--- src/sv/ovle_pkg.sv ---
`timescale 1ns / 1ps
// ----------------------------------------------------------------------------
// ovle_pkg
// Shared constants for the ordered value list engine: sizes, op codes and
// result status codes.
// ----------------------------------------------------------------------------
package ovle_pkg;

    localparam int CAPACITY = 16;
    localparam int DATA_W   = 32;
    localparam int OP_W     = 2;
    localparam int STATUS_W = 3;
    localparam int COUNT_W  = 5;
    localparam int ADDR_W   = (CAPACITY > 1) ? $clog2(CAPACITY) : 1;
    localparam int CNT_W    = $clog2(CAPACITY + 1);

    typedef logic [OP_W-1:0]     op_t;
    typedef logic [STATUS_W-1:0] status_t;
    typedef logic [ADDR_W-1:0]   addr_t;
    typedef logic [CNT_W-1:0]    cnt_t;
    typedef logic [DATA_W-1:0]   data_t;

    localparam op_t OP_INSERT = 2'd0;
    localparam op_t OP_DELETE = 2'd1;
    localparam op_t OP_DUMP   = 2'd2;
    localparam op_t OP_CLEAR  = 2'd3;

    localparam status_t STS_INSERTED      = 3'd0;
    localparam status_t STS_FULL          = 3'd1;
    localparam status_t STS_DELETED       = 3'd2;
    localparam status_t STS_DELETED_EMPTY = 3'd3;
    localparam status_t STS_NOT_FOUND     = 3'd4;
    localparam status_t STS_DELETE_EMPTY  = 3'd5;
    localparam status_t STS_ELEMENT       = 3'd6;
    localparam status_t STS_EMPTY         = 3'd7;

endpackage

--- src/sv/ovle_ram.sv ---
`timescale 1ns / 1ps
// ----------------------------------------------------------------------------
// ovle_ram
// Simple dual-port RAM: one write port, one read port with registered data.
// ----------------------------------------------------------------------------
module ovle_ram #(
    parameter int DEPTH  = 16,
    parameter int ADDR_W = 4,
    parameter int DATA_W = 32
) (
    input  logic              aclk,
    input  logic              we,
    input  logic [ADDR_W-1:0] waddr,
    input  logic [DATA_W-1:0] wdata,
    input  logic [ADDR_W-1:0] raddr,
    output logic [DATA_W-1:0] rdata
);

    logic [DATA_W-1:0] mem [DEPTH];
    logic [DATA_W-1:0] rdata_reg;

    always_ff @(posedge aclk) begin
        if (we) begin
            mem[waddr] <= wdata;
        end
        rdata_reg <= mem[raddr];
    end

    assign rdata = rdata_reg;

endmodule

--- src/sv/ordered_value_list_engine.sv ---
`timescale 1ns / 1ps
// ----------------------------------------------------------------------------
// ordered_value_list_engine
// Front-first list of signed 32-bit values in a small RAM, driven by one
// operation per input transfer, under a sequencer with one shared compare.
//
//   channel  direction  ports
//   s_       in         s_valid s_ready s_op s_value
//   m_       out        m_valid m_ready m_status m_value_out m_count m_last
//
// Insert moves every entry up one slot and writes the value at the front, or
// is rejected as full; delete probes from the front for the first match and
// moves each later entry down one slot; dump reads out every entry in order
// from the front; clear empties the list.
// Reset empties the list; RAM contents are left as they are.
// s_ready is high only while the sequencer is idle; a held m_ transfer
// stalls the sequencer only at the point where it has a result to hand over.
// ----------------------------------------------------------------------------
module ordered_value_list_engine (
    input  logic                                aclk,
    input  logic                                aresetn,
    input  logic                                s_valid,
    output logic                                s_ready,
    input  logic [ovle_pkg::OP_W-1:0]           s_op,
    input  logic signed [ovle_pkg::DATA_W-1:0]  s_value,
    output logic                                m_valid,
    input  logic                                m_ready,
    output logic [ovle_pkg::STATUS_W-1:0]       m_status,
    output logic signed [ovle_pkg::DATA_W-1:0]  m_value_out,
    output logic [ovle_pkg::COUNT_W-1:0]        m_count,
    output logic                                m_last
);

    localparam logic [3:0] S_IDLE     = 4'd0;
    localparam logic [3:0] S_EMIT     = 4'd1;
    localparam logic [3:0] S_INS_RD   = 4'd2;
    localparam logic [3:0] S_INS_WR   = 4'd3;
    localparam logic [3:0] S_INS_HEAD = 4'd4;
    localparam logic [3:0] S_DEL_RD   = 4'd5;
    localparam logic [3:0] S_DEL_CMP  = 4'd6;
    localparam logic [3:0] S_SH_RD    = 4'd7;
    localparam logic [3:0] S_SH_WR    = 4'd8;
    localparam logic [3:0] S_DUMP_RD  = 4'd9;
    localparam logic [3:0] S_DUMP_OUT = 4'd10;

    logic [3:0]          state_reg,  state_next;
    ovle_pkg::cnt_t      count_reg,  count_next;
    ovle_pkg::cnt_t      idx_reg,    idx_next;
    ovle_pkg::data_t     val_reg,    val_next;
    ovle_pkg::status_t   res_reg,    res_next;

    logic                m_valid_reg, m_valid_next;
    ovle_pkg::status_t   m_status_reg, m_status_next;
    ovle_pkg::data_t     m_value_reg,  m_value_next;
    ovle_pkg::cnt_t      m_cnt_reg,    m_cnt_next;
    logic                m_last_reg,   m_last_next;

    logic                we;
    ovle_pkg::addr_t     waddr;
    ovle_pkg::data_t     wdata;
    ovle_pkg::addr_t     raddr;
    ovle_pkg::data_t     rdata;
    logic                out_free;
    logic                accept;
    ovle_pkg::cnt_t      count_dec;

    ovle_ram #(
        .DEPTH  (ovle_pkg::CAPACITY),
        .ADDR_W (ovle_pkg::ADDR_W),
        .DATA_W (ovle_pkg::DATA_W)
    ) u_ram (
        .aclk  (aclk),
        .we    (we),
        .waddr (waddr),
        .wdata (wdata),
        .raddr (raddr),
        .rdata (rdata)
    );

    assign s_ready   = (state_reg == S_IDLE);
    assign accept    = s_valid && s_ready;
    assign out_free  = !m_valid_reg || m_ready;
    assign count_dec = ovle_pkg::CNT_W'(count_reg - 1'b1);

    always_comb begin
        case (state_reg)
            S_INS_RD: raddr = ovle_pkg::ADDR_W'(idx_reg - 1'b1);
            S_SH_RD:  raddr = ovle_pkg::ADDR_W'(idx_reg + 1'b1);
            default:  raddr = idx_reg[ovle_pkg::ADDR_W-1:0];
        endcase
    end

    always_comb begin
        state_next    = state_reg;
        count_next    = count_reg;
        idx_next      = idx_reg;
        val_next      = val_reg;
        res_next      = res_reg;
        m_valid_next  = m_valid_reg && !m_ready;
        m_status_next = m_status_reg;
        m_value_next  = m_value_reg;
        m_cnt_next    = m_cnt_reg;
        m_last_next   = m_last_reg;
        we            = 1'b0;
        waddr         = idx_reg[ovle_pkg::ADDR_W-1:0];
        wdata         = rdata;

        case (state_reg)
            S_IDLE: begin
                if (accept) begin
                    val_next = s_value;
                    idx_next = '0;
                    case (s_op)
                        ovle_pkg::OP_INSERT: begin
                            if (count_reg >= ovle_pkg::CAPACITY) begin
                                res_next   = ovle_pkg::STS_FULL;
                                state_next = S_EMIT;
                            end else if (count_reg == '0) begin
                                state_next = S_INS_HEAD;
                            end else begin
                                idx_next   = count_reg;
                                state_next = S_INS_RD;
                            end
                        end
                        ovle_pkg::OP_DELETE: begin
                            if (count_reg == '0) begin
                                res_next   = ovle_pkg::STS_DELETE_EMPTY;
                                state_next = S_EMIT;
                            end else begin
                                state_next = S_DEL_RD;
                            end
                        end
                        ovle_pkg::OP_DUMP: begin
                            if (count_reg == '0) begin
                                res_next   = ovle_pkg::STS_EMPTY;
                                state_next = S_EMIT;
                            end else begin
                                state_next = S_DUMP_RD;
                            end
                        end
                        default: begin
                            count_next = '0;
                            res_next   = ovle_pkg::STS_EMPTY;
                            state_next = S_EMIT;
                        end
                    endcase
                end
            end
            S_EMIT: begin
                if (out_free) begin
                    m_valid_next  = 1'b1;
                    m_status_next = res_reg;
                    m_value_next  = val_reg;
                    m_cnt_next    = count_reg;
                    m_last_next   = 1'b1;
                    state_next    = S_IDLE;
                end
            end
            S_INS_RD: begin
                state_next = S_INS_WR;
            end
            S_INS_WR: begin
                we       = 1'b1;
                idx_next = ovle_pkg::CNT_W'(idx_reg - 1'b1);
                if (idx_reg == ovle_pkg::CNT_W'(1)) begin
                    state_next = S_INS_HEAD;
                end else begin
                    state_next = S_INS_RD;
                end
            end
            S_INS_HEAD: begin
                we         = 1'b1;
                waddr      = '0;
                wdata      = val_reg;
                count_next = ovle_pkg::CNT_W'(count_reg + 1'b1);
                res_next   = ovle_pkg::STS_INSERTED;
                state_next = S_EMIT;
            end
            S_DEL_RD: begin
                state_next = S_DEL_CMP;
            end
            S_DEL_CMP: begin
                if (rdata == val_reg) begin
                    if (idx_reg + 1 < count_reg) begin
                        state_next = S_SH_RD;
                    end else begin
                        count_next = count_dec;
                        res_next   = (count_dec == '0) ? ovle_pkg::STS_DELETED_EMPTY
                                                       : ovle_pkg::STS_DELETED;
                        state_next = S_EMIT;
                    end
                end else if (idx_reg + 1 >= count_reg) begin
                    res_next   = ovle_pkg::STS_NOT_FOUND;
                    state_next = S_EMIT;
                end else begin
                    idx_next   = ovle_pkg::CNT_W'(idx_reg + 1'b1);
                    state_next = S_DEL_RD;
                end
            end
            S_SH_RD: begin
                state_next = S_SH_WR;
            end
            S_SH_WR: begin
                we       = 1'b1;
                idx_next = ovle_pkg::CNT_W'(idx_reg + 1'b1);
                if (idx_reg + 2 < count_reg) begin
                    state_next = S_SH_RD;
                end else begin
                    count_next = count_dec;
                    res_next   = (count_dec == '0) ? ovle_pkg::STS_DELETED_EMPTY
                                                   : ovle_pkg::STS_DELETED;
                    state_next = S_EMIT;
                end
            end
            S_DUMP_RD: begin
                state_next = S_DUMP_OUT;
            end
            S_DUMP_OUT: begin
                if (out_free) begin
                    m_valid_next  = 1'b1;
                    m_status_next = ovle_pkg::STS_ELEMENT;
                    m_value_next  = rdata;
                    m_cnt_next    = count_reg;
                    m_last_next   = (idx_reg + 1 == count_reg);
                    if (idx_reg + 1 == count_reg) begin
                        state_next = S_IDLE;
                    end else begin
                        idx_next   = ovle_pkg::CNT_W'(idx_reg + 1'b1);
                        state_next = S_DUMP_RD;
                    end
                end
            end
            default: begin
                state_next = S_IDLE;
            end
        endcase
    end

    always_ff @(posedge aclk) begin
        if (!aresetn) begin
            state_reg   <= S_IDLE;
            count_reg   <= '0;
            m_valid_reg <= 1'b0;
        end else begin
            state_reg   <= state_next;
            count_reg   <= count_next;
            m_valid_reg <= m_valid_next;
        end
    end

    always_ff @(posedge aclk) begin
        idx_reg      <= idx_next;
        val_reg      <= val_next;
        res_reg      <= res_next;
        m_status_reg <= m_status_next;
        m_value_reg  <= m_value_next;
        m_cnt_reg    <= m_cnt_next;
        m_last_reg   <= m_last_next;
    end

    assign m_valid     = m_valid_reg;
    assign m_status    = m_status_reg;
    assign m_value_out = m_value_reg;
    assign m_count     = ovle_pkg::COUNT_W'(m_cnt_reg);
    assign m_last      = m_last_reg;

endmodule
--- config.mk ---
export PLATFORM = sky130hd
export DESIGN_NAME = ordered_value_list_engine
export DESIGN_NICKNAME = d
export VERILOG_FILES = /design/src/sv/ovle_pkg.sv /design/src/sv/ovle_ram.sv /design/src/sv/ordered_value_list_engine.sv
export SDC_FILE = /design/constraint.sdc
export NUM_CORES = 1
export LEC_CHECK = 0
export BUFFER_PORTS_ARGS = -buffer_cell sky130_fd_sc_hd__buf_4
export CELL_PAD_IN_SITES_DETAIL_PLACEMENT = 1
export CELL_PAD_IN_SITES_GLOBAL_PLACEMENT = 2
export CORE_MARGIN = 8
export CORE_UTILIZATION = 40
export CTS_CLUSTER_SIZE = 30
export DETAILED_ROUTE_END_ITERATION = 10
export PLACE_DENSITY_LB_ADDON = 0.1
export SETUP_SLACK_MARGIN = 0.4
export SLEW_MARGIN = 20
export SYNTH_ARGS = -nofsm -noshare
export SYNTH_HDL_FRONTEND = slang
export SYNTH_SLANG_ARGS = --single-unit
--- constraint.sdc ---
create_clock -name aclk -period 7.1 [get_ports aclk]
set_input_delay 1.42 -clock aclk [delete_from_list [all_inputs] [get_ports aclk]]
set_output_delay 1.42 -clock aclk [all_outputs]
set_load 0.03 [all_outputs]
* Yosys cells after proc, flatten, opt, wreduce, memory -nomap -nowiden
Memories as Yosys holds them, arrays and structs flattened. A register that Yosys moved wholly into a read port is not among the register bits.
Cells that the tools add are included.
** Cells by class
- Eq/ne operators :: 30
- Order comparisons :: 4
- Reductions and logical operators :: 22
- Mux-type cells :: 58
- $add $sub $neg :: 6
** Operator list (number)
- $mux W32 :: 3
- $mux W5 :: 13
- $pmux W32 S2 :: 1
- $mux W3 :: 17
- $pmux W4 S11 :: 1
- $eq A32 B32 Y1 :: 1
- $ge A32 B5 Y1 :: 1
- $lt A32 B5 Y1 :: 1
- $mux W4 :: 7
- $pmux W5 S5 :: 1
- $pmux W5 S4 :: 1
- $ne A2 B2 Y1 const B :: 9
- $eq A4 B3 Y1 const B :: 4
- $ne A3 B3 Y1 const B :: 5
- $eq A4 B4 Y1 const B :: 3
- $pmux W3 S4 :: 1
- $pmux W4 S3 :: 1
- $reduce_and A6 Y1 :: 2
- $add A5 B1 Y5 const B :: 2
- $logic_not A5 Y1 :: 2
- $sub A5 B1 Y5 const B :: 2
- $pmux W3 S3 :: 1
- $eq A4 B2 Y1 const B :: 2
- $mux W1 :: 8
- 26 further kinds :: 31
** Storage, ports and cells
- Register bits :: 91
- Input bits :: 38
- Memories :: 1
- RAM bits :: 512
** Memory list
- u_ram.mem :: depth 16, bits a word 32, rd ports 1, clocked after Yosys merged registers in 1, write ports 1, line ovle_ram.sv:19 : logic [DATA_W-1:0] mem [DEPTH];

* Depth between registers and ports, before layout
Gate-level depths: netlist of run 1.
- Word-level depth :: 6
- Gate-level depth with buffers :: 11
- Mapped depth without buffers :: 10

* Modules after synthesis
A second synthesis of run 1 with hierarchy kept.
** Unflattened totals
- Cells, all modules :: 1369
- Area total of the unflattened synthesis :: 25301.8 um^2
** By module, submodules not included
- ovle_ram :: area an instance 19835.3 um^2, times used 1, cells an instance 838
- ordered_value_list_engine :: area an instance 5466.5 um^2, times used 1, cells an instance 531

* Worst setup path after synthesis of run 1
Ideal clock, no wire load.
- Kind :: input port to flip-flop
- Start :: input m_ready
- End :: register m_last_reg (netlist: m_last) (enable)
- Path slack :: 3529 ps
- Cell stages on the path :: 2
- Library setup time :: 433 ps
- Buffers on the path :: 0
- Data required time :: 6667 ps
- Data arrival time :: 3137 ps
- Path through :: nor2b_1 nor2b_1
** Between the ends
- Longest elaborated chain between the ends :: 3
- Elaborated cells on any way between the ends :: 4
** Ends and longest elaborated chain
- start, declared :: line ordered_value_list_engine.sv:27 : input logic m_ready,
- $logic_or A1 B1 Y1 * :: line ordered_value_list_engine.sv:82 : assign out_free = !m_valid_reg || m_ready;
- $ne A2 B2 Y1 (no source line)
- $reduce_and A3 Y1 (no source line) *
- end signal, assigned :: line ordered_value_list_engine.sv:258 : m_last_reg <= m_last_next;
- end, declared :: line ordered_value_list_engine.sv:56 : logic m_last_reg, m_last_next;
Mark *: on every way between the ends. The rest lies on a longest branch, timed or not.
A chain may end at the register's enable or synchronous reset.

* Worst setup path in the final report of run 1
- Start :: register idx_reg[0]
- End :: register u_ram.rdata_reg[11] (netlist: u_ram.rdata[11]), read port of u_ram.mem
** Between the ends
- Longest elaborated chain between the ends :: 2
- Elaborated cells on any way between the ends :: 3
** Ends and longest elaborated chain
- start, declared :: line ordered_value_list_engine.sv:48 : ovle_pkg::cnt_t idx_reg, idx_next;
- start signal, assigned :: line ordered_value_list_engine.sv:252 : idx_reg <= idx_next;
- $add A5 B1 Y5 or $sub A5 B1 Y5 (tied branches)
- $pmux W4 S2 * :: line ordered_value_list_engine.sv:86 : case (state_reg)
- end, declared :: line ovle_ram.sv:20 : logic [DATA_W-1:0] rdata_reg;
Marks and branches as above.

==> impl_metrics.yaml, run 1 <==
outcome:
  status: "finished clean"
routing:
  dr.pass1.iters: 5
  viasPerCell: 5.51
  first_iter_violations: 1003
  post_drt_wl_per_cell_um: 28.7
  drc: 0
  final_antenna_net_count: 0
  routed_wirelength_mm: 68.6
  vias: 13178
timing:
  rsz0062_at_grt: "false"
  setup_viol: 0
  min_period_ps: 4200
  relSlewSlack_pct: 21.6
  fmax_mhz: 238
  clock_skew_ps: 16.8
  drv_slew: 0
  hold_viol: 0
  finalCritPeriodShare_pct: 59.1
  tightest_slew_ps: 1170
  fin_tns_setup_ps: 0
logic_synthesis:
  synth_most_common_cell: "edfxtp_1"
  synthXorXnorAreaFrac_pct: 1.48
  synthTopCellsByArea: "edfxtp_1 (70%), mux4_2 (11%), dfxtp_1 (3.3%)"
  async_reset_ff_share_pct: 0
  yosys.area.top_type_share_pct: 70.3
  synth_edf_count: 593
  syn_nets: 1433
  synthTopCellsByCount: "edfxtp_1 (593), nand2_1 (156), mux4_2 (128)"
  avgSynthCellArea_um2: 18.5
  synth_flop_cell: "edfxtp_1"
  ys_seq_area_share_pct: 73.7
  yosys_warnings: 0
  synth_compound_area_share_pct: 4.14
  synth_fa_ha_area_share_pct: 1.24
  yosys.area_share.simple_pct: 4.98
  yosysTopAreaCell: "edfxtp_1"
  syn_area_um2: 25300
  synth_mux_area_share_pct: 12.9
  synth.distinct_cells: 68
  synth_top_family_by_area: "multiplexers"
  synthCells: 1370
  ys_seq_elements: 635
clock_tree:
  cts_tree: "built"
  cts_setup_buffers: 0
  clock_latency_ps: 600
  cts_buffers: 71
  clock-root-buffer: "clkbuf_16"
  post_cts_resized: 0
  cts.reportedPaths.clkPinSlew_ps: 60
  cts_buffer_depth: 3
  htree_levels: 3
  hold_buffers: 0
  clock-sinks: 635
final_layout:
  layout-drive-gt1-share_pct: 26.9
  top_register: "u_ram.mem"
  fin_cells: 2392
  syn_to_final_growth_pct: 16.2
  final_nets: 1552
  antenna-diode-count: 0
  largest_register_ffs: 512
setup_path:
  critPathArrivalTime_ps: 4670
  slowest_stage: "nand3_4"
  end_kind: "flop"
  crit_start: "idx_reg[0]"
  endpoint: "u_ram.rdata[11]"
  rr_startpoint: "idx_reg[0]"
  rr_worst_depth: 9
  crit_chain: "inv_1 -> ha_1 -> or4b_1 -> a21o_1 -> nand3_4 -> buf_4 -> mux4_2 -> a22oi_1 -> nand2_1"
  reg2reg_to: "u_ram.rdata[11]"
  crit_path_max_incr_delay_ps: 720
  cp_max_fo: 59
  rrSetupSlack_ps: 2900
  crit_required_ps: 7570
  crit_type: "reg2reg"
  start_kind: "flop"
placement:
  gp_congestion: 0.771
  io_buffers: 80
  hpwl_mm: 37.9
  dp_cells: 2261
pwr:
  swShare_pct: 23.2
  pwr_density_cell_nw_per_um2: 293
  leakage_uw: 0.00969
  internal_power_uw: 6620
  p_seq_share_pct: 50.5
  clkPwrFrac_pct: 41.6
  ir_drop_mv: 0.225
  switchingPower_uw: 2000
  p_comb_share_pct: 7.9
hold_path:
  min_path_cells: 1
  hold_class: "reg2reg"
  worstHoldStart: "res_reg[1]"
grt:
  track_usage_pct: 19.3
  grt_pass1_vias: 14366
  grt_pass1_wl_mm: 99.8
  overflow: 0
  antenna_found_initial: 2
  grt_start_max_net_pins: 100
floorplanning:
  die_w_um: 268
  die-area_um2: 71600
  die_h_um: 268
  start_util_pct: 40.3
  core_area_um2: 62900
  io_pins: 81
  num_rows: 92
flow_run:
  cap_viol_max_count: 0
worst max-delay path: cells and delay by family (launching register included):
family / cells / cell delay (ps)
adders and majority gates: 1 / 430
AOI/OAI and AO/OA: 2 / 440
muxes: 1 / 400
and+or+nand+nor: 3 / 1290
DFF: 1 / 580
buffers and inverters: 2 / 900
cell usage in the layout (no fill, tap or decap), types with 11 or more instances in the layout:
| master | instances |
|---|---|
| a21oi_1 | 16 |
| a22oi_1 | 67 |
| buf_4 | 110 |
| clkbuf_1 | 14 |
| clkbuf_16 | 75 |
| clkinv_1 | 15 |
| clkinv_2 | 15 |
| dfxtp_1 | 42 |
| edfxtp_1 | 593 |
| ha_1 | 25 |
| inv_1 | 13 |
| mux2_2 | 33 |
| mux4_2 | 128 |
| nand2_1 | 156 |
| nand3_1 | 14 |
| nand4_1 | 11 |
| nor2_1 | 21 |
| nor2_4 | 16 |
| o21ai_0 | 12 |
| xor2_1 | 35 |
power by group through the flow:
stage          clock, uW  sequential, uW  combinational, uW
3_3_place_gp           0            4440                680
5_1_grt             3810            4370                746
2_1_floorplan          0            4430                407
6_report            3580            4360                681
4_1_cts             3680            4360                698
3_5_place_dp           0            4440                696
cell families after synthesis:
group / Yosys count
simple gates: 278
xor+xnor: 42
compound gates: 146
buf+inv: 81
flops: 635
fa+ha+maj: 25
mux: 163
through the flow:
| step | power (uW) | area, um2 | util (%) | setup WS [ps] | hold WS, ps |
|---|---|---|---|---|---|
| finish | 8620 | 29400 | 46.8 | 2900 | 521 |
| global route | 8920 | 29400 | 46.8 | 2630 | 546 |
| CTS | 8740 | 29400 | 46.8 | 2810 | 534 |
| detailed placement | 5130 | 27100 | 43.2 | 2870 | 516 |
| global placement | 5120 | 27100 | 43.1 | 2980 | 493 |
| floorplan | 4840 | 25300 | - | 3530 | 406 |
final cells by class:
| class | count | area, um2 |
|---|---|---|
| Clock inverter | 38 | 299 |
| Sequential cell | 635 | 18600 |
| Inverter | 14 | 52.6 |
| Timing Repair Buffer | 113 | 893 |
| Clock buffer | 92 | 1970 |
| Tap cell | 846 | 1060 |
| Multi-Input combinational cell | 654 | 6500 |
| Fill cell | 5875 | 33400 |
how the worst min path moves through the flow:
stage | end | slack (ps)
finish | m_status[1] | 520
floorplan | m_count[2] | 410
CTS | m_status[1] | 530
detailed placement | m_status[2] | 520
global route | m_status[2] | 550
global placement | m_status[1] | 490
layer usage:
metal,vias to the layer above,share of wire (%),wire [um],GRT usage (%)
met2,314,49,33500,32.0
met4,2,2.1,1430,5.31
met1,7016,44,30500,26.1
met3,102,4.6,3160,3.41
li1,5744,-,-,-
met5,-,0.019,13,0
Power figures use the tool's default switching activity.
==> inputs of run 2 (changes only) <==
- clock period: 7.1 -> 4.3 ns (I/O delays scaled with it)
==> impl_metrics.yaml, run 2 (synthesis results as in run 1) <==
grt:
  grt_pass1_wl_mm: 100
  grt_pass1_vias: 14218
  antenna_found_initial: 0
  track_usage_pct: 19.2
  grt_start_max_net_pins: 45
  overflow: 0
final_layout:
  top_register: "u_ram.mem"
  final_cell_mix: "edfxtp_1 (593), nand2_1 (156), mux4_2 (128)"
  antenna-diode-count: 0
  syn_to_final_growth_pct: 18.5
  final_nets: 1579
  n_fill_cell: 5864
  finalCoreUtilization_pct: 47.7
  largest_register_ffs: 512
  regArea_um2: 18600
  multiInputGateArea_um2: 6500
  final_common_cell: "edfxtp_1"
  layout-drive-gt1-share_pct: 28.7
setup_path:
  critPathArrivalTime_ps: 4060
  crit_required_ps: 4780
  crit_chain: "inv_1 -> ha_1 -> a21boi_1 -> a32oi_1 -> a21oi_1 -> o221ai_4 -> buf_4 -> a22oi_1 -> nand2_1"
  rrSetupSlack_ps: 720
  crit_path_max_incr_delay_ps: 670
  cp_max_fo: 20
  cp_num_buf_inv: 2
  rr_startpoint: "idx_reg[1]"
  slowest_stage: "a21oi_1"
  rr_worst_depth: 9
  crit_type: "reg2reg"
  start_kind: "flop"
  cp_top_family: "compound AO/OA/AOI/OAI gates"
  reg2reg_to: "u_ram.rdata[9]"
  end_kind: "flop"
placement:
  dp_slack_ps: 716
  gp_congestion: 0.739
  io_buffers: 80
  hpwl_mm: 40.9
floorplanning:
  die-area_um2: 71600
  io_pins: 81
  core_area_um2: 62900
  num_rows: 92
  die_w_um: 268
  die_h_um: 268
  start_util_pct: 40.3
clock_tree:
  hold_buffers: 0
  cts.reportedPaths.clkPinSlew_ps: 60
  htree_levels: 3
  cts_tree: "built"
  cts_buffer_depth: 3
  cts_setup_buffers: 0
  clock-root-buffer: "clkbuf_16"
  clock-sinks: 635
  cts_buffers: 71
  post_cts_resized: 0
  clock_latency_ps: 610
pwr:
  pwr_density_cell_nw_per_um2: 487
  finalPower_uw: 14600
  ir_drop_mv: 0.271
  clkPwrFrac_pct: 42.8
  p_seq_share_pct: 49.2
  internal_power_uw: 11300
  swShare_pct: 22.9
  switchingPower_uw: 3340
  leakage_uw: 0.00996
  p_comb_share_pct: 8.0
hold_path:
  min_path_cells: 1
  hold_class: "in2reg"
  hold_path_end: "val_reg[18]"
  worstHoldStart: "s_value[18]"
outcome:
  status: "finished clean"
routing:
  drc: 0
  final_antenna_net_count: 0
  dr.pass1.iters: 5
  first_iter_violations: 934
  routed_wirelength_mm: 68.2
  post_drt_wl_per_cell_um: 28.2
  viasPerCell: 5.49
  vias: 13294
timing:
  relSlewSlack_pct: 31.9
  setup_viol: 0
  worst_slack_ps: 724
  fmax_mhz: 280
  finalCritPeriodShare_pct: 83.2
  drv_slew: 0
  clock_skew_ps: 20.7
  tightest_slew_ps: 1020
  fin_tns_setup_ps: 0
  rsz0062_at_grt: "false"
  min_period_ps: 3580
  hold_viol: 0
flow_run:
  cap_viol_max_count: 0
==> run 2: cell types whose count changed in the layout (fill, tap and decap cells not counted), sizes merged <==
cell,previous run,this run
bufinv,4,8
clkinvlp,3,2
clkbuf,92,102
buf,113,140
inv,15,16
clkinv,30,17
==> run 2: power groups by stage <==
stage	clock network (uW)	registers, uW	logic [uW]
final	6250	7200	1170
after global routing	6630	7210	1270
after CTS	6420	7200	1190
after detailed placement	0	7330	1190
after global placement	0	7320	1160
after floorplan	0	7320	672
==> run 2: worst max path at each step <==
stage / depth (start not counted) / startpoint / endpoint / slack (ps)
2_1_floorplan: 5 / state_reg[0] / idx_reg[0] / 770
3_3_place_gp: 9 / idx_reg[1] / u_ram.rdata[1] / 750
3_5_place_dp: 9 / idx_reg[1] / u_ram.rdata[1] / 720
4_1_cts: 9 / idx_reg[1] / u_ram.rdata[1] / 700
5_1_grt: 9 / idx_reg[2] / u_ram.rdata[1] / 450
6_report: 9 / idx_reg[1] / u_ram.rdata[9] / 720
==> run 2: per-layer routing <==
metal	wire [um]	GRT usage, %
met2	33400	31.8
met1	29800	25.8
met5	0	0
met3	3360	3.50
met4	1600	5.91
==> run 2: cell type report <==
cell class                 instances  area share [%]
clock buffer                     102            6.78
clock inverter                    29            1.35
inverter                          14           0.175
multi-input combinational        654            21.7
sequential                       635            62.2
tap                              846            3.53
timing repair buffer             140            4.32
==> run 2: stage by stage <==
step | std cells | cell area [um2] | hold slack, ps
floorplan | 1370 | 25300 | 406
CTS | 2420 | 30000 | 376
global route | 2420 | 30000 | 388
detailed placement | 2289 | 27600 | 502
global placement | 2288 | 27500 | 485
finish | 2420 | 30000 | 427
==> inputs of run 3 (changes only) <==
- clock period: 4.3 -> 2.9 ns (I/O delays scaled with it)
==> impl_metrics.yaml, run 3 (synthesis results as in run 1) <==
timing:
  hold_viol: 0
  setup_viol: 0
  fin_tns_setup_ps: 0
  drv_slew: 0
  clock_skew_ps: 17.1
  rsz0062_at_grt: "true"
  hold_ws_ps: 152
  finalCritPeriodShare_pct: 95.4
  relSlewSlack_pct: 52.5
  fmax_mhz: 362
  tightest_slew_ps: 711
  min_period_ps: 2770
final_layout:
  antenna-diode-count: 0
  final_nets: 1673
  top_register: "u_ram.mem"
  final_cell_mix: "edfxtp_1 (593), buf_4 (171), nand2_1 (150)"
  syn_to_final_growth_pct: 24.9
  layout-drive-gt1-share_pct: 36.9
  n_fill_cell: 5789
  final_area_um2: 31600
  largest_register_ffs: 512
  final_common_cell: "edfxtp_1"
  finalCoreUtilization_pct: 50.3
setup_path:
  rrSetupSlack_ps: 130
  end_kind: "flop"
  start_kind: "flop"
  crit_start: "idx_reg[0]"
  rr_startpoint: "idx_reg[0]"
  reg2reg_to: "u_ram.rdata[27]"
  endpoint: "u_ram.rdata[27]"
  rr_worst_depth: 11
  cp_max_fo: 8
  crit_type: "reg2reg"
  crit_required_ps: 3380
  critPathArrivalTime_ps: 3250
placement:
  hpwl_mm: 41.8
  placed_area_um2: 28100
  io_buffers: 80
  gp_congestion: 0.770
flow_run:
  cap_viol_max_count: 0
clock_tree:
  cts_buffers: 70
  cts_tree: "built"
  cts.reportedPaths.clkPinSlew_ps: 60
  htree_levels: 3
  clock_latency_ps: 600
  clock-sinks: 635
  clock-root-buffer: "clkbuf_16"
  cts_buffer_depth: 3
hold_path:
  min_path_cells: 1
  hold_class: "in2reg"
grt:
  track_usage_pct: 20.0
  grt_pass1_wl_mm: 103
  antenna_found_initial: 0
  grt_pass1_vias: 14716
  grt_start_max_net_pins: 37
  overflow: 0
pwr:
  ir_drop_mv: 0.453
  leakage_uw: 0.0106
  finalPower_uw: 21500
  pwr_density_cell_nw_per_um2: 681
floorplanning:
  core_area_um2: 62900
  num_rows: 92
  die_w_um: 268
  start_util_pct: 40.3
  die-area_um2: 71600
  die_h_um: 268
  io_pins: 81
routing:
  post_drt_wl_per_cell_um: 28.9
  viasPerCell: 5.51
  final_antenna_net_count: 0
  vias: 13843
  dr.pass1.iters: 4
  routed_wirelength_mm: 72.6
  drc: 0
  first_iter_violations: 1072
outcome:
  status: "finished clean"
## run 3: cell count changes in the layout (fill, tap and decap cells not counted), sizes merged
cell    change
buf        +90
inv         -2
clkinv      +6
bufinv      -3
## run 3: how the worst min path moves through the flow
stage / start / endpoint / slack (ps)
after floorplan: count_reg[2] / m_count[2] / 410
after global placement: res_reg[1] / m_status[1] / 530
after detailed placement: res_reg[2] / m_status[2] / 530
after CTS: s_value[13] / val_reg[13] / 110
after global routing: s_value[13] / val_reg[13] / 130
final: s_value[13] / val_reg[13] / 150
## run 3: repair_timing
action                                  in CTS  in global routing
endpoints found under the setup margin     138                188
buffers inserted                            21                 12
hold buffers                                 0                  0
pin swaps                                   13                 33
cloned                                       6                  6
resized for setup                           53                 69
endpoints found under the hold margin        0                  0
## run 3: per-stage QoR
stage	worst slack, ps	cells
after floorplan	175	1370
after global placement	-59.1	2339
after detailed placement	-21.5	2339
after CTS	169	2493
after global routing	59.0	2511
final	134	2511
## run 3: cell type report
cell class / count / area (um2) / share of cell area, %
inverter: 14 / 60.1 / 0.190
tap: 846 / 1060 / 3.35
clock buffer: 97 / 1950 / 6.15
timing repair buffer: 235 / 2550 / 8.06
sequential: 635 / 18600 / 59.0
multi-input combinational: 654 / 7060 / 22.3
clock inverter: 30 / 305 / 0.965
## run 3: per-layer routing
metal  vias up  track usage, %  wire length (um)
li1       5998               -                 -
met2       357            33.3             35600
met5         -               0                 0
met4         0            5.03              1490
met3        93            3.35              3470
met1      7395            27.4             32000
## run 3: critical path: stages (launching register included)
cell and delay (ps):
edfxtp_1 550, inv_8 110, ha_4 200, or4b_1 460
a21o_1 200, nand3_4 120, buf_12 140, buf_8 120
buf_16 140, mux4_2 320, a22oi_2 200, nand2_1 80
## run 3: power breakdown
group | internal (uW) | leakage (uW) | switching, uW
combinational | 817 | 0.00379 | 1300
clock | 5160 | 0.00109 | 3590
sequential | 10500 | 0.00574 | 152
total | 16500 | 0.0106 | 5050
